### config.mk
export PLATFORM = sky130hd
export DESIGN_NAME = ansi_sgr_escape_stripper
export DESIGN_NICKNAME = d
export VERILOG_FILES = /design/src/rtl/sgrs_pkg.sv /design/src/rtl/ansi_sgr_escape_stripper.sv /design/src/rtl/sgrs_datapath.sv /design/src/rtl/sgrs_ctrl.sv
export SDC_FILE = /design/constraint.sdc
export NUM_CORES = 1
export LEC_CHECK = 0
export BUFFER_PORTS_ARGS = -buffer_cell sky130_fd_sc_hd__buf_2
export CELL_PAD_IN_SITES_DETAIL_PLACEMENT = 0
export CELL_PAD_IN_SITES_GLOBAL_PLACEMENT = 1
export CORE_UTILIZATION = 59
export DETAILED_ROUTE_END_ITERATION = 8
export PLACE_DENSITY_LB_ADDON = 0.1
export SYNTH_ARGS = -nofsm -noshare
export SYNTH_HDL_FRONTEND = slang
export SYNTH_SLANG_ARGS = --single-unit
### constraint.sdc
create_clock -name i_clk -period 5.4 [get_ports i_clk]
set_input_delay 1.08 -clock i_clk [delete_from_list [all_inputs] [get_ports i_clk]]
set_output_delay 1.08 -clock i_clk [all_outputs]
set_load 0.05 [all_outputs]
### src/rtl/sgrs_pkg.sv
// Shared types, character codes and control structs for the SGR escape stripper.
package sgrs_pkg;

    // Default depth of the store that holds a pending sequence.
    localparam int MAX_PENDING_DEF = 32;

    // Characters that the parser looks for.
    localparam logic [7:0] CH_ESC      = 8'h1b;
    localparam logic [7:0] CH_LBRACKET = 8'h5b;
    localparam logic [7:0] CH_M        = 8'h6d;
    localparam logic [7:0] CH_SEMI     = 8'h3b;
    localparam logic [7:0] CH_DIGIT_0  = 8'h30;
    localparam logic [7:0] CH_DIGIT_9  = 8'h39;

    // Input item: a data byte or a flush command.
    typedef struct packed {
        logic       cmd;
        logic [7:0] data_byte;
    } t_in_item;

    // Output item: one byte of the filtered stream.
    typedef struct packed {
        logic [7:0] out_byte;
        logic       last;
    } t_out_item;

    // Source of the byte loaded into the output register.
    typedef enum logic [1:0] {
        SEL_INPUT = 2'd0,
        SEL_MEM   = 2'd1,
        SEL_TAIL  = 2'd2
    } t_out_sel;

    // Commands from the controller to the datapath.
    typedef struct packed {
        logic     hold_wr;
        logic     cnt_clr;
        logic     idx_inc;
        logic     rp_start;
        logic     rp_tail;
        logic     out_load;
        t_out_sel out_sel;
        logic     out_last;
    } t_dp_cmd;

    // Status from the datapath to the controller.
    typedef struct packed {
        logic is_esc;
        logic is_lbr;
        logic is_m;
        logic is_param;
        logic cnt_zero;
        logic cnt_full;
        logic at_end;
        logic tail_en;
        logic out_free;
    } t_dp_status;

endpackage

### src/rtl/ansi_sgr_escape_stripper.sv
// Top level of the ANSI SGR escape sequence stripper.
//
//   channel  direction  handshake                    payload
//   input    in         i_in_valid / o_in_stall      i_in_item  (cmd, data_byte)
//   output   out        o_out_valid / i_out_stall    o_out_item (out_byte, last)
//
// A byte either passes through to the output or is held; a complete sequence is dropped.
// A replay reads each held byte in turn from the registered read port of the pending store
// (a read state, then an emit state), then emits the breaking byte (none on a flush).
// Reset sets the parser idle, the held count to zero and the output empty; the store is not
// cleared. A stall on the output holds the output register and stalls input once it is full.
module ansi_sgr_escape_stripper
    import sgrs_pkg::*;
#(
    parameter int MAX_PENDING = MAX_PENDING_DEF
) (
    input  logic      i_clk,
    input  logic      i_rst_n,
    input  logic      i_in_valid,
    output logic      o_in_stall,
    input  t_in_item  i_in_item,
    output logic      o_out_valid,
    input  logic      i_out_stall,
    output t_out_item o_out_item
);

    t_dp_cmd    dp_cmd;
    t_dp_status dp_status;

    // Parse and replay sequencing.
    sgrs_ctrl u_ctrl (
        .i_clk      (i_clk),
        .i_rst_n    (i_rst_n),
        .i_in_valid (i_in_valid),
        .i_flush    (i_in_item.cmd),
        .o_in_stall (o_in_stall),
        .i_status   (dp_status),
        .o_cmd      (dp_cmd)
    );

    // Pending store and output register.
    sgrs_datapath #(
        .MAX_PENDING (MAX_PENDING)
    ) u_datapath (
        .i_clk       (i_clk),
        .i_rst_n     (i_rst_n),
        .i_data_byte (i_in_item.data_byte),
        .i_cmd       (dp_cmd),
        .o_status    (dp_status),
        .i_out_stall (i_out_stall),
        .o_out_valid (o_out_valid),
        .o_out_item  (o_out_item)
    );

endmodule

### src/rtl/sgrs_datapath.sv
// Datapath: pending byte store, counters, replay tail byte and output register.
module sgrs_datapath
    import sgrs_pkg::*;
#(
    parameter int MAX_PENDING = MAX_PENDING_DEF
) (
    input  logic       i_clk,
    input  logic       i_rst_n,
    input  logic [7:0] i_data_byte,
    input  t_dp_cmd    i_cmd,
    output t_dp_status o_status,
    input  logic       i_out_stall,
    output logic       o_out_valid,
    output t_out_item  o_out_item
);

    localparam int CW = $clog2(MAX_PENDING + 1);
    localparam int AW = $clog2(MAX_PENDING);

    logic [7:0]    r_mem [MAX_PENDING];
    logic [7:0]    r_rdata;
    logic [CW-1:0] r_count, n_count;
    logic [AW-1:0] r_idx, n_idx;
    logic [7:0]    r_tail;
    logic          r_tail_en;
    logic          r_out_valid, n_out_valid;
    t_out_item     r_out;
    logic [7:0]    out_src;

    // Store write at the fill position and registered read at the replay index.
    always_ff @(posedge i_clk) begin
        if (i_cmd.hold_wr) begin
            r_mem[r_count[AW-1:0]] <= i_data_byte;
        end
        r_rdata <= r_mem[r_idx];
    end

    // Fill count and replay index.
    always_comb begin
        n_count = r_count;
        if (i_cmd.cnt_clr) begin
            n_count = '0;
        end else if (i_cmd.hold_wr) begin
            n_count = r_count + CW'(1);
        end
        n_idx = r_idx;
        if (i_cmd.rp_start) begin
            n_idx = '0;
        end else if (i_cmd.idx_inc) begin
            n_idx = r_idx + AW'(1);
        end
    end

    always_ff @(posedge i_clk) begin
        if (!i_rst_n) begin
            r_count <= '0;
            r_idx   <= '0;
        end else begin
            r_count <= n_count;
            r_idx   <= n_idx;
        end
    end

    // Byte that follows the replayed bytes, if any.
    always_ff @(posedge i_clk) begin
        if (!i_rst_n) begin
            r_tail_en <= 1'b0;
        end else if (i_cmd.rp_start) begin
            r_tail_en <= i_cmd.rp_tail;
        end
    end

    always_ff @(posedge i_clk) begin
        if (i_cmd.rp_start) begin
            r_tail <= i_data_byte;
        end
    end

    // Output register; it frees up when the current item transfers.
    always_comb begin
        unique case (i_cmd.out_sel)
            SEL_INPUT: out_src = i_data_byte;
            SEL_MEM:   out_src = r_rdata;
            SEL_TAIL:  out_src = r_tail;
            default:   out_src = i_data_byte;
        endcase
        n_out_valid = r_out_valid;
        if (i_cmd.out_load) begin
            n_out_valid = 1'b1;
        end else if (!i_out_stall) begin
            n_out_valid = 1'b0;
        end
    end

    always_ff @(posedge i_clk) begin
        if (!i_rst_n) begin
            r_out_valid <= 1'b0;
        end else begin
            r_out_valid <= n_out_valid;
        end
    end

    always_ff @(posedge i_clk) begin
        if (i_cmd.out_load) begin
            r_out.out_byte <= out_src;
            r_out.last     <= i_cmd.out_last;
        end
    end

    // Status for the controller.
    always_comb begin
        o_status.is_esc   = (i_data_byte == CH_ESC);
        o_status.is_lbr   = (i_data_byte == CH_LBRACKET);
        o_status.is_m     = (i_data_byte == CH_M);
        o_status.is_param = ((i_data_byte >= CH_DIGIT_0) && (i_data_byte <= CH_DIGIT_9))
                            || (i_data_byte == CH_SEMI);
        o_status.cnt_zero = (r_count == '0);
        o_status.cnt_full = (r_count == CW'(MAX_PENDING));
        o_status.at_end   = (CW'(r_idx) == (r_count - CW'(1)));
        o_status.tail_en  = r_tail_en;
        o_status.out_free = !r_out_valid || !i_out_stall;
    end

    assign o_out_valid = r_out_valid;
    assign o_out_item  = r_out;

    // The fill count never passes the store depth.
    a_count_bound: assert property (@(posedge i_clk) disable iff (!i_rst_n)
        r_count <= CW'(MAX_PENDING))
        else $error("held byte count exceeds store depth");

    // A byte is only stored while there is room for it.
    a_hold_room: assert property (@(posedge i_clk) disable iff (!i_rst_n)
        i_cmd.hold_wr |-> !o_status.cnt_full)
        else $error("write into a full pending store");

    // A new output never overwrites one that is still waiting.
    a_out_no_overwrite: assert property (@(posedge i_clk) disable iff (!i_rst_n)
        i_cmd.out_load |-> o_status.out_free)
        else $error("output register loaded while stalled");

endmodule

### src/rtl/sgrs_ctrl.sv
// Controller: parse state machine that sequences holds, drops and replays.
module sgrs_ctrl
    import sgrs_pkg::*;
(
    input  logic       i_clk,
    input  logic       i_rst_n,
    input  logic       i_in_valid,
    input  logic       i_flush,
    output logic       o_in_stall,
    input  t_dp_status i_status,
    output t_dp_cmd    o_cmd
);

    typedef enum logic [5:0] {
        ST_IDLE  = 6'b000001,
        ST_ESC   = 6'b000010,
        ST_PARAM = 6'b000100,
        ST_READ  = 6'b001000,
        ST_EMIT  = 6'b010000,
        ST_TAIL  = 6'b100000
    } t_state;

    t_state r_state, n_state;
    logic   parsing;
    logic   acc;

    // Items are taken only in the parse states and with room at the output.
    assign parsing    = (r_state == ST_IDLE) || (r_state == ST_ESC) || (r_state == ST_PARAM);
    assign o_in_stall = !parsing || !i_status.out_free;
    assign acc        = i_in_valid && !o_in_stall;

    // Next state and datapath commands.
    always_comb begin
        n_state        = r_state;
        o_cmd.hold_wr  = 1'b0;
        o_cmd.cnt_clr  = 1'b0;
        o_cmd.idx_inc  = 1'b0;
        o_cmd.rp_start = 1'b0;
        o_cmd.rp_tail  = 1'b0;
        o_cmd.out_load = 1'b0;
        o_cmd.out_sel  = SEL_INPUT;
        o_cmd.out_last = 1'b0;
        unique case (r_state)
            ST_IDLE, ST_ESC, ST_PARAM: begin
                if (acc) begin
                    priority if (i_flush) begin
                        // A flush replays whatever is held, without a tail byte.
                        o_cmd.rp_start = 1'b1;
                        n_state        = i_status.cnt_zero ? ST_IDLE : ST_READ;
                    end else if (r_state == ST_IDLE) begin
                        if (i_status.is_esc) begin
                            o_cmd.hold_wr = 1'b1;
                            n_state       = ST_ESC;
                        end else begin
                            o_cmd.out_load = 1'b1;
                            o_cmd.out_last = 1'b1;
                        end
                    end else if (r_state == ST_ESC) begin
                        if (i_status.is_lbr) begin
                            o_cmd.hold_wr = 1'b1;
                            n_state       = ST_PARAM;
                        end else begin
                            o_cmd.rp_start = 1'b1;
                            o_cmd.rp_tail  = 1'b1;
                            n_state        = ST_READ;
                        end
                    end else begin
                        priority if (i_status.is_m) begin
                            // Complete sequence: drop everything held.
                            o_cmd.cnt_clr = 1'b1;
                            n_state       = ST_IDLE;
                        end else if (i_status.is_param && !i_status.cnt_full) begin
                            o_cmd.hold_wr = 1'b1;
                        end else begin
                            o_cmd.rp_start = 1'b1;
                            o_cmd.rp_tail  = 1'b1;
                            n_state        = ST_READ;
                        end
                    end
                end
            end
            ST_READ: begin
                // The store read issued here is valid in the next cycle.
                n_state = ST_EMIT;
            end
            ST_EMIT: begin
                if (i_status.out_free) begin
                    o_cmd.out_load = 1'b1;
                    o_cmd.out_sel  = SEL_MEM;
                    o_cmd.out_last = i_status.at_end && !i_status.tail_en;
                    if (i_status.at_end) begin
                        o_cmd.cnt_clr = 1'b1;
                        n_state       = i_status.tail_en ? ST_TAIL : ST_IDLE;
                    end else begin
                        o_cmd.idx_inc = 1'b1;
                        n_state       = ST_READ;
                    end
                end
            end
            ST_TAIL: begin
                if (i_status.out_free) begin
                    o_cmd.out_load = 1'b1;
                    o_cmd.out_sel  = SEL_TAIL;
                    o_cmd.out_last = 1'b1;
                    n_state        = ST_IDLE;
                end
            end
            default: begin
                n_state = ST_IDLE;
            end
        endcase
    end

    always_ff @(posedge i_clk) begin
        if (!i_rst_n) begin
            r_state <= ST_IDLE;
        end else begin
            r_state <= n_state;
        end
    end

endmodule
* Word level (Yosys, flattened, before mapping) *
Memory sizes are Yosys's and may differ from the RTL's. A register that Yosys moved wholly into a read port is not among the register bits.
Cells that the tools add are included.

storage, ports and cells
  register bits after elaboration = 36
  bits of input ports = 13
  memories kept = 1
  bits in writable memories = 256
  latch bits = 0
  output and inout port bits = 11
  ROM bits = 0
  word-level logic and storage cells = 110

operators by class
  equality and inequality tests = 20
  reductions and logical operators = 21
  add/sub/neg operators = 3
  muxes and demuxes = 54
  multiply operators = 0
  shifts and indexed selects = 0
  divide/modulo/power cells = 0
  bitwise gates (word level) = 1
  magnitude comparators = 2

memories
  name              words  width  read ports  clocked after Yosys merged registers in  write ports  line                 text
  u_datapath.r_mem  32     8      1           1                                        1            sgrs_datapath.sv:20  logic [7:0] r_mem [MAX_PENDING];

operator list
  kind                                                                                 number
  6-bit two-way mux                                                                    11
  6-bit one-hot mux with 4 select lines                                                1
  1-bit two-way mux                                                                    22
  2-bit two-way mux                                                                    10
  8-bit by 7-bit equality test with 1-bit output, second input constant                2
  4-bit two-way mux                                                                    4
  8-bit one-hot mux with 2 select lines                                                1
  6-bit equality test, second input constant                                           2
  8-bit by 5-bit equality test with 1-bit output, second input constant                1
  8-bit by 6-bit equality test with 1-bit output, second input constant                1
  8-bit by 6-bit greater-or-equal comparator with 1-bit output, second input constant  1
  8-bit by 6-bit <= comparator with 1-bit output, second input constant                1
  2-bit by 1-bit inequality test with 1-bit output, second input constant              4
  1-bit logical NOT                                                                    7
  6-bit by 1-bit adder with 6-bit output, second input constant                        1
  5-bit by 6-bit equality test with 1-bit output                                       1
  6-bit by 1-bit equality test with 1-bit output, second input constant                1
  6-bit by 2-bit equality test with 1-bit output, second input constant                1
  6-bit by 3-bit equality test with 1-bit output, second input constant                1
  6-bit by 4-bit equality test with 1-bit output, second input constant                1
  6-bit by 5-bit equality test with 1-bit output, second input constant                1
  6-bit logical NOT                                                                    1
  6-bit by 4-bit inequality test with 1-bit output, second input constant              1
  1-bit one-hot mux with 3 select lines                                                2
  other kinds (14)                                                                     22

* Depth between registers and ports, before layout *
  word-level depth = 13
  mapped depth = 9
  gate-level depth less buffers = 8

* Cells and area by module *
A second synthesis with hierarchy kept.

second synthesis, totals
  cells, all modules = 661
  area, all modules = 12254.3 µm²

modules (own cells, without submodules)
  module         area an instance (µm²)  cells each  instances  seq. area each (µm²)
  sgrs_datapath  11542.3                 563         1          8618.3
  sgrs_ctrl      711.9                   98          1          120.1

* Least setup slack after synthesis *
OpenSTA, ideal clock, no wires.

  path kind = in2reg
  start = in i_in_item[2] (netlist name)
  end = mem u_datapath.r_mem[31][0], enable pin
  path buffers = 0
  arrival = 2.521 ns
  data required time = 5.030 ns
  stages on the path = 5
  path slack = 2.508 ns
  library setup time = 0.370 ns
  path through = nor4bb_1 nand2b_1 o22ai_2 nand3_1 nor2_1

between the ends
  word-level cells in the longest chain between the ends = 13
  elaborated cells on any way between the ends = 20
  those cells by class = order compare (2); eq/ne (4); mux (11); reduce/logical (3)

RTL lines
  what                                                                                                                            line                            text
  from (decl)                                                                                                                     ansi_sgr_escape_stripper.sv:21  input t_in_item i_in_item,
  8-bit by 6-bit greater-or-equal comparator with 1-bit output or 8-bit by 6-bit <= comparator with 1-bit output (tied branches)  sgrs_datapath.sv:115            o_status.is_param = ((i_data_byte >= CH_DIGIT_0) && (i_data_byte <= CH_DIGIT_9))
  1-bit logical AND                                                                                                               sgrs_datapath.sv:115
  1-bit logical OR                                                                                                                sgrs_datapath.sv:116            || (i_data_byte == CH_SEMI);
  1-bit logical AND                                                                                                               sgrs_ctrl.sv:72                 end else if (i_status.is_param && !i_status.cnt_full) begin
  1-bit two-way mux                                                                                                               sgrs_ctrl.sv:72
  1-bit two-way mux                                                                                                               sgrs_ctrl.sv:68                 priority if (i_status.is_m) begin
  1-bit two-way mux                                                                                                               sgrs_ctrl.sv:58                 end else if (r_state == ST_ESC) begin
  1-bit two-way mux *                                                                                                             sgrs_ctrl.sv:50                 end else if (r_state == ST_IDLE) begin
  2-bit two-way mux *                                                                                                             sgrs_ctrl.sv:46                 priority if (i_flush) begin
  2-bit two-way mux *                                                                                                             sgrs_ctrl.sv:45                 if (acc) begin
  1-bit two-way mux *                                                                                                             sgrs_ctrl.sv:43                 unique case (r_state)
  1-bit two-way mux *                                                                                                             sgrs_datapath.sv:32             if (i_cmd.hold_wr) begin
  1-bit two-way mux (implied by the code) *                                                                                       sgrs_datapath.sv:33             r_mem[r_count[AW-1:0]] <= i_data_byte;
  to (decl)                                                                                                                       sgrs_datapath.sv:20

Mark *: on every way between the ends. The rest lies on a longest branch, timed or not.

* Final worst setup path *
  start = in i_in_item[1] (netlist name)
  end = mem u_datapath.r_mem[19][6], enable pin

Same word-level chain as after synthesis.

==> flow_metrics.env <==
export IMPL_ios=24
export IMPL_rr_startpoint="u_ctrl.r_state[1]$_SDFFE_PN0P_"
export IMPL_synth_top_cell_by_area="edfxtp_1"
export IMPL_finalMaxSlewViolations=0
export IMPL_setup_tns_ns=0
export IMPL_grt_overflow=0
export IMPL_path_class="in2reg"
export IMPL_syn_cell_area_mm2=0.0122
export IMPL_routedWlPerCell_um=28.0
export IMPL_hold_depth=2
export IMPL_fp_dieH_um=146
export IMPL_ys_flop_type="edfxtp_1"
export IMPL_core_mm2=0.0202
export IMPL_grt_pass1_vias=6304
export IMPL_status="finished, final reports clean"
export IMPL_synth_seq_cells=300
export IMPL_worstPathRequired_ns=5.59
export IMPL_worstSetupEndpointType="flop"
export IMPL_route_detailed_drc=0
export IMPL_setup_violations=0
export IMPL_cts_sinks=300
export IMPL_drt_iter0_markers=733
export IMPL_crit_buf_inv=1
export IMPL_startpoint="i_in_item[1]"
export IMPL_holdWs_ns=0.517
export IMPL_antenna_left=0
export IMPL_grt_pass1_wl_um=41300
export IMPL_grt_max_degree=44
export IMPL_synthArstFlopShare_pct=0
export IMPL_fin_crit_sh_pct=74.2
export IMPL_seq_area_frac_synth_pct=71.7
export IMPL_min_path_type="reg2reg"
export IMPL_synthCells=646
export IMPL_drive_gt1_share_pct=26.4
export IMPL_grt_usage_pct=26.7
export IMPL_worstHoldEndpoint="u_ctrl.r_state[5]$_SDFFE_PN0P_"
export IMPL_h_tree_depth=1
export IMPL_clkTransAtPathRegs_ns=0.06
export IMPL_ff_latch_area_mm2=0.00874
export IMPL_postCtsHoldBufs=0
export IMPL_crit_chain="buf_2 -> nor4bb_1 -> nand2b_1 -> o22ai_2 -> nand3_1 -> nor2_1"
export IMPL_synth_edff_count=273
export IMPL_syn_mean_instance_area_um2=18.9
export IMPL_vdd_ir_drop_worst_mv=0.282
export IMPL_cts_buffer_depth=3
export IMPL_timing_fmax_ghz=0.249
export IMPL_rsz0062_at_grt="false"
export IMPL_post_cts_repair_setup_buffers=0
export IMPL_area_delta_synth_final_pct=12.2
export IMPL_fin_crit_ns=4.01
export IMPL_yosysWarnings=0
export IMPL_dpl_hpwl_um=17100
export IMPL_power_density_mw_per_mm2=373
export IMPL_synth_fp_nets=666
export IMPL_fin_skew_ns=0.00730
export IMPL_n_fill_cell=1252
export IMPL_regToRegSetupSlack_ns=1.89
export IMPL_worstMarginPinSlew_ns=0.964
export IMPL_worstHoldStart="u_datapath.r_tail_en$_SDFFE_PN0P_"
export IMPL_multi_input_area_mm2=0.00328
export IMPL_power_uw=5100
export IMPL_antenna_found_initial=0
export IMPL_die_x_um=146
export IMPL_gp_congestion=0.865
export IMPL_cts_tree="done"
export IMPL_crit_arrival_ns=4.20
export IMPL_crit_slowest_cell="nor2_1"
export IMPL_maxCapViolCount=0
export IMPL_hold_viol=0
export IMPL_cts_buffers=31
export IMPL_nNetsFinal=698
export IMPL_num_rows=52
export IMPL_r2r_cells=6
export IMPL_dieArea_mm2=0.0212
export IMPL_io_buffers=23
export IMPL_synth_top_cell_area_share_pct=67.3
export IMPL_routed_via_density=6.66
export IMPL_p_leak_uw=0.00425
export IMPL_start_util_pct=60.2
export IMPL_cp_start_kind="primary input"
export IMPL_worst_path_dominant_cell_family="simple AND/OR/NAND/NOR gates"
export IMPL_rr_endpoint="u_datapath.r_mem[19][6]$_DFFE_PP_"
export IMPL_ys_types=66
export IMPL_cts_root_buf="clkbuf_16"
export IMPL_drt_total_wl_um=27200
export IMPL_drtPass1Iterations=5
export IMPL_path_max_fanout=39
export IMPL_routed_via_count=6474
export IMPL_insertedDiodeCount=0
export IMPL_relSlewSlack_pct=35.6
export IMPL_critical_path_max_stage_delay_ns=0.85
export IMPL_cts_repair_resized=0
export IMPL_synth_area_top_cells="edfxtp_1, mux4_2, dfxtp_1, nor2_1, mux2_2"
export IMPL_clk_latency_ns=0.57
stage by stage:
step,setup WS [ns],area (µm²),util [%],cells
after CTS,1.42,13700,67.6,972
after detailed placement,0.922,12600,62.1,915
after global placement,1.09,12600,62.1,915
after floorplan,2.51,12200,-,646
final,1.39,13700,67.6,972
after global routing,1.24,13700,67.6,972
cell families (layout without fill, tap and decap cells):
family / count (synthesis) / after routing / share of synthesized area, %
flops: 300 / 300 / 71.7
simple gates: 134 / 134 / 6.03
mux: 92 / 92 / 15.9
compound gates: 66 / 66 / 3.75
buf+inv: 39 / 95 / 1.37
xor+xnor: 8 / 8 / 0.575
fa+ha+maj: 7 / 7 / 0.719
power breakdown:
group | total, µW | internal [µW] | switching (µW)
registers | 2570 | 2560 | 12.3
logic | 213 | 49.0 | 164
clock network | 2320 | 1440 | 882
total | 5100 | 4040 | 1060
cells in the final DEF, fill, tap and decap left out, types with 6 or more instances in the layout:
cell type	n
nor2_1	46
nand3_1	12
clkbuf_16	31
mux4_2	80
inv_1	9
nand2_1	22
dfxtp_1	25
a21oi_1	12
a22oi_1	7
edfxtp_1	273
or3_1	6
buf_4	6
mux2_2	9
o21ai_0	19
ha_1	7
bufinv_16	8
buf_2	23
cell usage after synthesis (all sizes together), types with 3 or more instances:
master  count
nand2      22
o31ai       3
clkbuf     17
nand3b      4
inv         9
dfxtp      27
and4        4
o21ai      21
nand4       5
nand3      12
xnor2       4
nor4        3
mux2i       3
edfxtp    273
a31oi       3
ha          7
a22oi       7
nor2b       3
buf        13
xor2        4
or4         4
a21oi      16
nor2       47
mux2        9
mux4       80
nor3        6
or3         6
flip-flops by register name, indices dropped and copies added, names as in the netlist:
| register | flops |
|---|---|
| u_datapath.r_tail | 8 |
| u_datapath.o_out_item | 9 |
| u_datapath.r_tail_en | 1 |
| u_datapath.r_rdata | 8 |
| u_datapath.r_count | 6 |
| u_datapath.r_idx | 5 |
| u_datapath.r_mem | 256 |
| u_ctrl.r_state | 6 |
| u_datapath.o_out_valid | 1 |
final cells by class:
type / instances / area share, %
inverters: 9 / 0.247
clock inverters: 22 / 2.41
multi-input cells: 307 / 24.0
repair buffers: 29 / 1.17
well taps: 270 / 2.47
clock buffers: 35 / 5.78
flip-flops and latches: 300 / 63.9
layer usage:
| metal | GRT usage [%] | wire [µm] |
|---|---|---|
| met1 | 39.7 | 11100 |
| met2 | 42.2 | 13300 |
| met3 | 4.01 | 2230 |
| met4 | 7.00 | 541 |
| met5 | 0 | 0 |
tightest hold or removal path, stage by stage (launching register included):
cell	delay, ns
dfxtp_1	0.33
nand3_1	0.07
a21oi_1	0.06
worst max path at each step:
stage	endpoint	slack, ns	cells past startpoint
floorplan	u_datapath.r_mem[31][0]$_DFFE_PP_	2.51	5
global placement	u_datapath.r_mem[19][3]$_DFFE_PP_	1.09	6
detailed placement	u_datapath.r_mem[19][6]$_DFFE_PP_	0.92	6
CTS	u_datapath.r_mem[19][6]$_DFFE_PP_	1.42	6
global route	u_datapath.r_mem[19][6]$_DFFE_PP_	1.24	6
finish	u_datapath.r_mem[19][6]$_DFFE_PP_	1.39	6
Power figures use the tool's default switching activity.
